<file path="src/hw/rtl/sccc_pkg.sv">
// sccc_pkg: item types, request, bus and line state codes for the snooping cache
// controller; used by sccc_decide and the top level
`timescale 1ns / 1ps

package sccc_pkg;

    localparam logic [2:0] REQ_PRRD   = 3'd0;
    localparam logic [2:0] REQ_PRWR   = 3'd1;
    localparam logic [2:0] REQ_BUSRD  = 3'd2;
    localparam logic [2:0] REQ_BUSRDX = 3'd3;
    localparam logic [2:0] REQ_BUSUPG = 3'd4;

    localparam logic [2:0] BUS_NONE    = 3'd0;
    localparam logic [2:0] BUS_RD      = 3'd1;
    localparam logic [2:0] BUS_RDX     = 3'd2;
    localparam logic [2:0] BUS_UPGR    = 3'd3;
    localparam logic [2:0] BUS_UPD     = 3'd4;
    localparam logic [2:0] BUS_RD_UPD  = 3'd5;

    localparam logic [2:0] LS_I  = 3'd0;
    localparam logic [2:0] LS_S  = 3'd1;
    localparam logic [2:0] LS_E  = 3'd2;
    localparam logic [2:0] LS_M  = 3'd3;
    localparam logic [2:0] LS_SM = 3'd4;

    localparam logic [1:0] MODE_MSI    = 2'd0;
    localparam logic [1:0] MODE_MESI   = 2'd1;
    localparam logic [1:0] MODE_DRAGON = 2'd2;

    localparam int unsigned LS_W    = 3;
    localparam int unsigned STAMP_W = 32;

    typedef struct packed {
        logic [2:0]  req_type;
        logic [31:0] address;
        logic        shared_line;
    } in_item_t;

    typedef struct packed {
        logic       hit;
        logic [2:0] bus_request;
        logic [2:0] new_state;
        logic       writeback;
        logic       flush;
        logic       intervention;
        logic       invalidation;
        logic       cache_to_cache;
        logic       memory_transaction;
    } out_item_t;

    typedef struct packed {
        logic [2:0] req_type;
        logic       shared_line;
        logic [1:0] mode;
        logic       found;
        logic [2:0] line_st;
        logic [2:0] victim_st;
    } dec_in_t;

endpackage

</file>
<file path="src/hw/rtl/sccc_decide.sv">
// sccc_decide: coherence transition logic for MSI, MESI and Dragon
// depends on sccc_pkg
`timescale 1ns / 1ps

module sccc_decide
(
    input  sccc_pkg::dec_in_t   dec,
    output sccc_pkg::out_item_t res
);

    logic       wr;
    logic       mesi;
    logic       dragon;
    logic [2:0] st;

    always_comb
    begin
        res    = '0;
        wr     = (dec.req_type == sccc_pkg::REQ_PRWR);
        mesi   = (dec.mode == sccc_pkg::MODE_MESI);
        dragon = (dec.mode == sccc_pkg::MODE_DRAGON);
        st     = dec.line_st;
        case (dec.req_type) inside
            sccc_pkg::REQ_PRRD, sccc_pkg::REQ_PRWR:
            begin
                if (dec.found)
                begin
                    res.hit = 1'b1;
                    if (dragon)
                    begin
                        if (st == sccc_pkg::LS_E)
                        begin
                            if (wr)
                                st = sccc_pkg::LS_M;
                        end
                        else if (st == sccc_pkg::LS_S || st == sccc_pkg::LS_SM)
                        begin
                            if (wr)
                            begin
                                st = dec.shared_line ? sccc_pkg::LS_SM : sccc_pkg::LS_M;
                                res.bus_request = sccc_pkg::BUS_UPD;
                            end
                        end
                    end
                    else if (mesi)
                    begin
                        if (st == sccc_pkg::LS_S && wr)
                        begin
                            st = sccc_pkg::LS_M;
                            res.bus_request = sccc_pkg::BUS_UPGR;
                        end
                        else if (st == sccc_pkg::LS_E && wr)
                            st = sccc_pkg::LS_M;
                    end
                    else if (st == sccc_pkg::LS_S && wr)
                    begin
                        st = sccc_pkg::LS_M;
                        res.bus_request = sccc_pkg::BUS_RDX;
                        res.memory_transaction = 1'b1;
                    end
                end
                else
                begin
                    res.writeback = (dec.victim_st == sccc_pkg::LS_M) ||
                                    (dec.victim_st == sccc_pkg::LS_SM);
                    if (dragon)
                    begin
                        if (!wr)
                        begin
                            st = dec.shared_line ? sccc_pkg::LS_S : sccc_pkg::LS_E;
                            res.bus_request = sccc_pkg::BUS_RD;
                        end
                        else if (dec.shared_line)
                        begin
                            st = sccc_pkg::LS_SM;
                            res.bus_request = sccc_pkg::BUS_RD_UPD;
                        end
                        else
                        begin
                            st = sccc_pkg::LS_M;
                            res.bus_request = sccc_pkg::BUS_RD;
                        end
                    end
                    else if (mesi)
                    begin
                        res.cache_to_cache = dec.shared_line;
                        if (wr)
                        begin
                            st = sccc_pkg::LS_M;
                            res.bus_request = sccc_pkg::BUS_RDX;
                        end
                        else
                        begin
                            st = dec.shared_line ? sccc_pkg::LS_S : sccc_pkg::LS_E;
                            res.bus_request = sccc_pkg::BUS_RD;
                        end
                    end
                    else
                    begin
                        st = wr ? sccc_pkg::LS_M : sccc_pkg::LS_S;
                        res.bus_request = wr ? sccc_pkg::BUS_RDX : sccc_pkg::BUS_RD;
                    end
                end
                res.new_state = st;
            end
            sccc_pkg::REQ_BUSRD, sccc_pkg::REQ_BUSRDX, sccc_pkg::REQ_BUSUPG:
            begin
                if (dec.found)
                begin
                    res.hit = 1'b1;
                    if (dragon)
                    begin
                        if (st == sccc_pkg::LS_E && dec.req_type == sccc_pkg::REQ_BUSRD)
                        begin
                            st = sccc_pkg::LS_S;
                            res.intervention = 1'b1;
                        end
                        else if (st == sccc_pkg::LS_SM &&
                                 dec.req_type == sccc_pkg::REQ_BUSRD)
                            res.flush = 1'b1;
                        else if (st == sccc_pkg::LS_SM &&
                                 dec.req_type == sccc_pkg::REQ_BUSUPG)
                            st = sccc_pkg::LS_S;
                        else if (st == sccc_pkg::LS_M &&
                                 dec.req_type == sccc_pkg::REQ_BUSRD)
                        begin
                            st = sccc_pkg::LS_SM;
                            res.intervention = 1'b1;
                            res.flush = 1'b1;
                        end
                    end
                    else if (st == sccc_pkg::LS_M)
                    begin
                        if (dec.req_type == sccc_pkg::REQ_BUSRD)
                        begin
                            st = sccc_pkg::LS_S;
                            res.intervention = 1'b1;
                            res.writeback = 1'b1;
                            res.flush = 1'b1;
                        end
                        else if (dec.req_type == sccc_pkg::REQ_BUSRDX)
                        begin
                            st = sccc_pkg::LS_I;
                            res.invalidation = 1'b1;
                            res.writeback = 1'b1;
                            res.flush = 1'b1;
                        end
                    end
                    else if (st == sccc_pkg::LS_S)
                    begin
                        if (dec.req_type == sccc_pkg::REQ_BUSRDX ||
                            (mesi && dec.req_type == sccc_pkg::REQ_BUSUPG))
                        begin
                            st = sccc_pkg::LS_I;
                            res.invalidation = 1'b1;
                        end
                    end
                    else if (st == sccc_pkg::LS_E && mesi)
                    begin
                        if (dec.req_type == sccc_pkg::REQ_BUSRD)
                        begin
                            st = sccc_pkg::LS_S;
                            res.intervention = 1'b1;
                        end
                        else if (dec.req_type == sccc_pkg::REQ_BUSRDX)
                        begin
                            st = sccc_pkg::LS_I;
                            res.invalidation = 1'b1;
                        end
                    end
                    res.new_state = st;
                end
            end
            default:
            begin
                res = '0;
            end
        endcase
    end

endmodule

</file>
<file path="config.mk">
export PLATFORM = sky130hd
export DESIGN_NAME = sccc_decide
export DESIGN_NICKNAME = d
export VERILOG_FILES = /design/src/hw/rtl/sccc_pkg.sv /design/src/hw/rtl/sccc_decide.sv
export SDC_FILE = /design/constraint.sdc
export NUM_CORES = 1
export LEC_CHECK = 0
export CELL_PAD_IN_SITES_DETAIL_PLACEMENT = 0
export CELL_PAD_IN_SITES_GLOBAL_PLACEMENT = 2
export CORE_ASPECT_RATIO = 1.1
export CORE_MARGIN = 4
export CORE_UTILIZATION = 36
export DETAILED_ROUTE_END_ITERATION = 8
export DONT_BUFFER_PORTS = 1
export PLACE_DENSITY = 0.86
export SLEW_MARGIN = 20
export SYNTH_ARGS = -nofsm -noshare
export SYNTH_HDL_FRONTEND = slang
export SYNTH_SLANG_ARGS = --single-unit
</file>
<file path="constraint.sdc">
create_clock -name vclk -period 1.95
set_input_delay 0.2925 -clock vclk [all_inputs]
set_output_delay 0.2925 -clock vclk [all_outputs]
set_load 0.02 [all_outputs]
</file>
==> flow_summary.toml, run 1 <==
[min_path]
holdCritPathClass = "in -> out"
hold-path-cell-count = 2

[sta]
setup_viol = 0
slew_headroom = 0.628
fmax_ghz = 0.513
rsz0062_at_grt = "yes"
finalMaxSlewViolations = 0
fin_ws_ns = 0.00117
fin_crit_sh = 0.999
fin_crit_ns = 1.95
whs_ns = 0.761
hold_violations = 0
tightest_slew_ns = 0.552

[global_routing]
track_usage = 0.176
antenna_found_initial = 0
grt_pass1_vias = 812
overflow = 0
grt_pass1_wl_mm = 3.82
grt_max_degree = 16

[cells_and_area]
area_growth_pct = 15.4
nClkBuffers = 0
multiInputGateArea_um2 = 643
regArea_um2 = 0
diodes = 0
finalNonFillerCells = 125
seq_cells = 0
nets = 127
nFillCells = 182
final_util = 0.442
drive_above_1_share = 0.187

[detailed_routing]
drt_wl_total_mm = 2.29
wl_per_cell_um = 18.3
ant_nets = 0
drcViolationCount = 0
via_count = 868
drt-initial-drc-count = 46
vias_per_cell = 6.94
drtPass1Iterations = 4

[placed_design]
place_congestion = 0.894
io_buffers = 0
placedCellCount = 125
dp_slack_ns = -0.00568
dp_hpwl_mm = 1.73

[floorplanning]
die_area_um2 = 2680
initial_core_util = 0.383
die_w_um = 49.8
rows = 16
die_y_um = 53.9
ios = 26
core-area_um2 = 1800

[setup_path]
critPathLaunchType = "input pin"
cpPeakStageDelay_ns = 0.53
cp_max_fo = 8
path_class = "in -> out"
slowest_stage = "or4b_4"
critical_path.cell_chain = "or4b_4 -> or3_4 -> a2111oi_4 -> buf_4"
cp.required_ns = 1.66
arrival_ns = 1.66
worst_setup_path_end_kind = "output pin"

[logic_synthesis]
yosys-top-cells-area = "ha_1 9.1%, o21ai_0 5.8%, nand3_1 4.3%, nor3_1 4.3%, nor3b_1 4.3%"
synth_fp_nets = 120
netlist_area_um2 = 691
avgSynthCellArea_um2 = 6.77
synth_cells = 102
ys_warn_count = 0
synth_top_area_share = 0.0906
synth_common_cells = "8 x o21ai_0, 6 x nand3_1, 6 x nor3_1"
synth_top_area_cell = "ha_1"
ys_seq_area_frac = 0
yosysMostFrequentCell = "o21ai_0"
ys_types = 46

[power]
ir_drop_mv = 0.0555
p_leak_nw = 0.295
power.density_nw_per_um2 = 146

[run]
cap_viol_max_count = 0

[clocking]
cts_hold_buf = 0
cts_setup_buffers = 0

[run_status]
status = "finished clean"
layout make-up:
type,instances,share of cell area
well taps,18,0.0283
multi-input cells,87,0.807
repair buffers,14,0.132
inverters,6,0.0330
placed cells by master, fill, tap and decap left out, types with 2 or more instances in the layout:
cell / synthesis / layout
xor2_1: 2 / 2
nor3_1: 6 / 6
nand3_1: 6 / 6
a41oi_1: 2 / 2
nor4_1: 2 / 2
nor3b_1: 4 / 4
nor2b_1: 3 / 3
nand3b_1: 2 / 2
inv_1: 5 / 5
nor2_1: 4 / 4
nand2_1: 4 / 4
nand2b_1: 2 / 2
o31ai_1: 3 / 3
o211ai_1: 2 / 2
buf_4: 0 / 14
nand4bb_1: 2 / 2
o221ai_1: 3 / 3
a21oi_1: 3 / 3
o21ai_0: 8 / 7
ha_1: 5 / 5
o22ai_1: 2 / 2
power breakdown:
part | internal [mW] | switching (mW)
logic | 0.0497 | 0.0666
clock network | 0 | 0
registers | 0 | 0
critical path, delay by kind of cell:
family	cells	cell delay (ns)
and+or+nand+nor	2	0.88
AOI/OAI and AO/OA	1	0.29
buffers and inverters	1	0.19
kinds of logic (layout without fill, tap and decap cells):
kind of cell | Yosys count | after routing | synth area share
buffers and inverters | 15 | 20 | 0.0978
AND/OR/NAND/NOR | 44 | 44 | 0.397
AO/OA/AOI/OAI | 36 | 36 | 0.390
XOR/XNOR | 2 | 2 | 0.0254
adder cells (fa/ha/maj) | 5 | 5 | 0.0906
through the flow:
stage / total power [mW] / instance area (um2) / TNS [ns]
2_1_floorplan: 0.102 / 708 / -0.00918
3_3_place_gp: 0.114 / 791 / 0
3_5_place_dp: 0.113 / 791 / -0.00666
4_1_cts: 0.115 / 793 / -0.00101
5_1_grt: 0.127 / 797 / -0.0373
6_report: 0.116 / 797 / 0
routing by layer:
| layer | wire (um) | up-vias | global-route usage |
|---|---|---|---|
| met5 | 0 | - | 0 |
| met4 | 59 | 0 | 0.0599 |
| met3 | 218 | 6 | 0.0166 |
| met2 | 1070 | 54 | 0.313 |
| met1 | 941 | 396 | 0.222 |
| li1 | - | 412 | - |
what timing repair did:
item                       4_1_cts  5_1_grt
setup endpoints to repair        2        2
resized for setup                1        2
pin swaps                        0        0
worst paths after layout:
| kind | startpoint | endpoint | slack, ns |
|---|---|---|---|
| worst min-delay path | dec[5] | res[2] | 0.76 |
| worst max-delay path | dec[11] | res[2] | 0.001 |
No activity file was read; power rests on OpenSTA's default activity.
==> run 2, diff against run 1 <==
--- a/config.mk
+++ b/config.mk
@@ -5,6 +5,7 @@
 export SDC_FILE = /design/constraint.sdc
 export NUM_CORES = 1
 export LEC_CHECK = 0
+export CAP_MARGIN = 20
 export CELL_PAD_IN_SITES_DETAIL_PLACEMENT = 0
 export CELL_PAD_IN_SITES_GLOBAL_PLACEMENT = 2
 export CORE_ASPECT_RATIO = 1.1
@@ -12,6 +13,7 @@
 export CORE_UTILIZATION = 36
 export DETAILED_ROUTE_END_ITERATION = 8
 export DONT_BUFFER_PORTS = 1
+export MAX_ROUTING_LAYER = met4
 export PLACE_DENSITY = 0.86
 export SLEW_MARGIN = 20
 export SYNTH_ARGS = -nofsm -noshare
==> run 2 against run 1 <==
Compared with the run above:
- wire length is 0.44% higher
- critical path type unchanged
- the run now ends with setup timing left
- combinational power barely moved
- critical path depth unchanged
- hold slack gained 0.0018 ns
==> flow_summary.toml, run 2 (synthesis results as in run 1) <==
[min_path]
holdCritPathClass = "in -> out"
hold_path.startpoint = "dec[5]"
hold_end = "res[2]"
hold-path-cell-count = 2

[cells_and_area]
nClkBuffers = 0
multiInputGateArea_um2 = 643
regArea_um2 = 0
nets = 127
diodes = 0
area_growth_pct = 15.4
seq_cells = 0
drive_above_1_share = 0.187
final_common_cell = "buf_4"
layout_common_cells = "14 x buf_4, 7 x o21ai_0, 6 x nand3_1, 6 x nor3_1"
nFillCells = 182

[sta]
fin_ws_ns = -0.00190
hold_violations = 0
fin_crit_ns = 1.95
tightest_slew_ns = 0.544
fmax_ghz = 0.512
fin_crit_sh = 1.00
rsz0062_at_grt = "yes"
tns_ns = -0.00190
finalMaxSlewViolations = 0
slew_headroom = 0.633
setup_viol = 1

[detailed_routing]
vias_per_cell = 6.94
drcViolationCount = 0
ant_nets = 0
drt-initial-drc-count = 47
drt_wl_total_mm = 2.30
drtPass1Iterations = 5
via_count = 868
wl_per_cell_um = 18.4

[floorplanning]
die_y_um = 53.9
die_w_um = 49.8
die_area_um2 = 2680
initial_core_util = 0.383
ios = 26
rows = 16
core-area_um2 = 1800

[setup_path]
cpPeakStageDelay_ns = 0.53
slowest_stage = "or4b_4"
critPathLaunchType = "input pin"
cp.required_ns = 1.66
worst_setup_path_end_kind = "output pin"
cp_max_fo = 8
arrival_ns = 1.66
critical_path.cell_chain = "or4b_4 -> or3_4 -> a2111oi_4 -> buf_4"
path_class = "in -> out"

[clocking]
cts_setup_buffers = 0
cts_hold_buf = 0
cts_resized = 1

[global_routing]
overflow = 0
grt_pass1_vias = 810
grt_max_degree = 16
track_usage = 0.181
antenna_found_initial = 0
grt_pass1_wl_mm = 3.82

[power]
ir_drop_mv = 0.0557
p_leak_nw = 0.295
power.density_nw_per_um2 = 146

[placed_design]
io_buffers = 0
place_congestion = 0.909
dp_slack_ns = -0.00568
dp_hpwl_mm = 1.73

[run]
cap_viol_max_count = 0

[run_status]
violations = "setup timing"
status = "finished with violations"
## run 2: cell counts in the layout (fill, tap and decap cells not counted)
No cell type changed its count.
## run 2: worst max path at each step
stage / start / endpoint / slack (ns)
after detailed placement: dec[12] / res[6] / -0.006
after global placement: dec[12] / res[6] / 0.01
after global routing: dec[11] / res[2] / -0.04
final: dec[11] / res[2] / -0.002
after floorplan: dec[4] / res[2] / -0.009
after CTS: dec[11] / res[2] / -0.001
## run 2: cell type report
| type | instances | area share |
|---|---|---|
| multi-input combinational | 87 | 0.807 |
| timing repair buffer | 14 | 0.132 |
| inverter | 6 | 0.0330 |
| tap | 18 | 0.0283 |
## run 2: per-stage QoR
step            util  power, mW  cell area, um2  hold slack, ns  cells
2_1_floorplan      -      0.102             708           0.777    102
3_3_place_gp   0.439      0.114             791           0.759    125
3_5_place_dp   0.439      0.113             791           0.759    125
4_1_cts        0.440      0.115             793           0.759    125
5_1_grt        0.442      0.127             797           0.766    125
6_report       0.442      0.117             797           0.762    125
## run 2: worst max-delay path: cells and delay by family
kind / cells / cell delay [ns]
compound gates: 1 / 0.29
buf+inv: 1 / 0.19
simple gates: 2 / 0.88
## run 2: metal layers
layer  up-vias  track usage  wire length [um]
met2        49        0.315              1080
met1       405        0.222               965
met3         4       0.0166               197
met4         0       0.0599                54
li1        410            -                 -
met5         -            -                 0
## run 2: report_power, final
part / total [mW] / internal [mW] / leakage, nW / switching, mW
combinational: 0.117 / 0.0497 / 0.295 / 0.0668
sequential: 0 / 0 / 0 / 0
clock: 0 / 0 / 0 / 0
==> run 3, diff against run 2 <==
==> constraint.sdc (replaced) <==
create_clock -name vclk -period 1.9
set_input_delay 0.285 -clock vclk [all_inputs]
set_output_delay 0.285 -clock vclk [all_outputs]
set_load 0.02 [all_outputs]
==> run 3 against run 2 <==
Compared with the run above:
- the run still ends with setup timing left
- setup slack worse by 0.035 ns
- hold slack got worse by 0.015 ns
- largest cell class unchanged
- design area grew 0.94%
- non-clock buffer count unchanged
- final cell count unchanged
- first-iteration DRC count is 32% lower
==> flow_summary.toml, run 3 (synthesis results as in run 1) <==
[min_path]
hold-path-cell-count = 2
hold_end = "res[2]"
holdCritPathClass = "in -> out"
hold_path.startpoint = "dec[5]"

[cells_and_area]
nClkBuffers = 0
multiInputGateArea_um2 = 647
finalNonFillerCells = 125
final_common_cell = "buf_4"
regArea_um2 = 0
diodes = 0
drive_above_1_share = 0.196
layout_common_cells = "13 x buf_4, 6 x nand3_1, 6 x nor3_1, 6 x o21ai_0, 5 x inv_1"
nets = 127
nFillCells = 184
seq_cells = 0
area_growth_pct = 16.5

[setup_path]
critPathLaunchType = "input pin"
cp_max_fo = 8
cp.required_ns = 1.62
worst_setup_path_end_kind = "output pin"
arrival_ns = 1.65
path_class = "in -> out"

[detailed_routing]
ant_nets = 0
drcViolationCount = 0
drtPass1Iterations = 4
wl_per_cell_um = 18.4
vias_per_cell = 6.97
drt_wl_total_mm = 2.31
drt-initial-drc-count = 32
via_count = 871

[floorplanning]
die_y_um = 53.9
die_area_um2 = 2680
ios = 26
core-area_um2 = 1800
rows = 16
die_w_um = 49.8
initial_core_util = 0.383

[run_status]
status = "finished with violations"
violations = "setup timing"

[global_routing]
overflow = 0
grt_pass1_wl_mm = 3.82
track_usage = 0.181
grt_max_degree = 16
antenna_found_initial = 0
grt_pass1_vias = 810

[sta]
tns_ns = -0.0367
hold_violations = 0
fmax_ghz = 0.516
fin_crit_sh = 1.02
fin_crit_ns = 1.94
slew_headroom = 0.633
setup_viol = 1
tightest_slew_ns = 0.550
rsz0062_at_grt = "yes"
finalMaxSlewViolations = 0
fin_ws_ns = -0.0367

[placed_design]
io_buffers = 0
place_congestion = 0.909
dp_slack_ns = -0.0407
placedCellCount = 125
dp_hpwl_mm = 1.73

[power]
p_leak_nw = 0.295
p_total_mw = 0.121
power.density_nw_per_um2 = 151
ir_drop_mv = 0.0570

[clocking]
cts_hold_buf = 0

[run]
cap_viol_max_count = 0
## run 3: cell counts in the layout (fill, tap and decap cells not counted)
No cell type changed its count.
## run 3: worst max path at each step
stage / end / start
global route: res[2] / dec[11]
detailed placement: res[6] / dec[12]
global placement: res[6] / dec[12]
finish: res[2] / dec[11]
floorplan: res[2] / dec[4]
CTS: res[2] / dec[11]
## run 3: final cells by class
class,instances,area share
multi-input cells,87,0.804
repair buffers,14,0.135
inverters,6,0.0327
well taps,18,0.0280
## run 3: stage by stage
stage	cell area [um2]	utilization	hold WS [ns]
2_1_floorplan	708	-	0.762
3_3_place_gp	791	0.439	0.744
3_5_place_dp	791	0.439	0.744
4_1_cts	793	0.440	0.744
5_1_grt	805	0.447	0.751
6_report	805	0.447	0.748
## run 3: layer usage
layer / GRT usage / share of wire / routed length [um]
met4: 0.0599 / 0.033 / 75
met2: 0.315 / 0.46 / 1070
met5: - / 0 / 0
met3: 0.0166 / 0.10 / 242
met1: 0.222 / 0.40 / 916
## run 3: worst max-delay path: stages
cell and delay (ns):
or4b_4 0.53, or3_4 0.35, a2111oi_4 0.29, buf_4 0.19
## run 3: repair_timing
action,CTS,global route
pin swaps,0,4
endpoints found under the hold margin,0,0
gates cloned,0,0
gates resized for setup,1,6
buffers inserted,0,0
endpoints found under the setup margin,3,3
## run 3: where the power goes
part           total (mW)  switching (mW)  internal [mW]
registers               0               0              0
logic               0.121          0.0692         0.0519
clock network           0               0              0
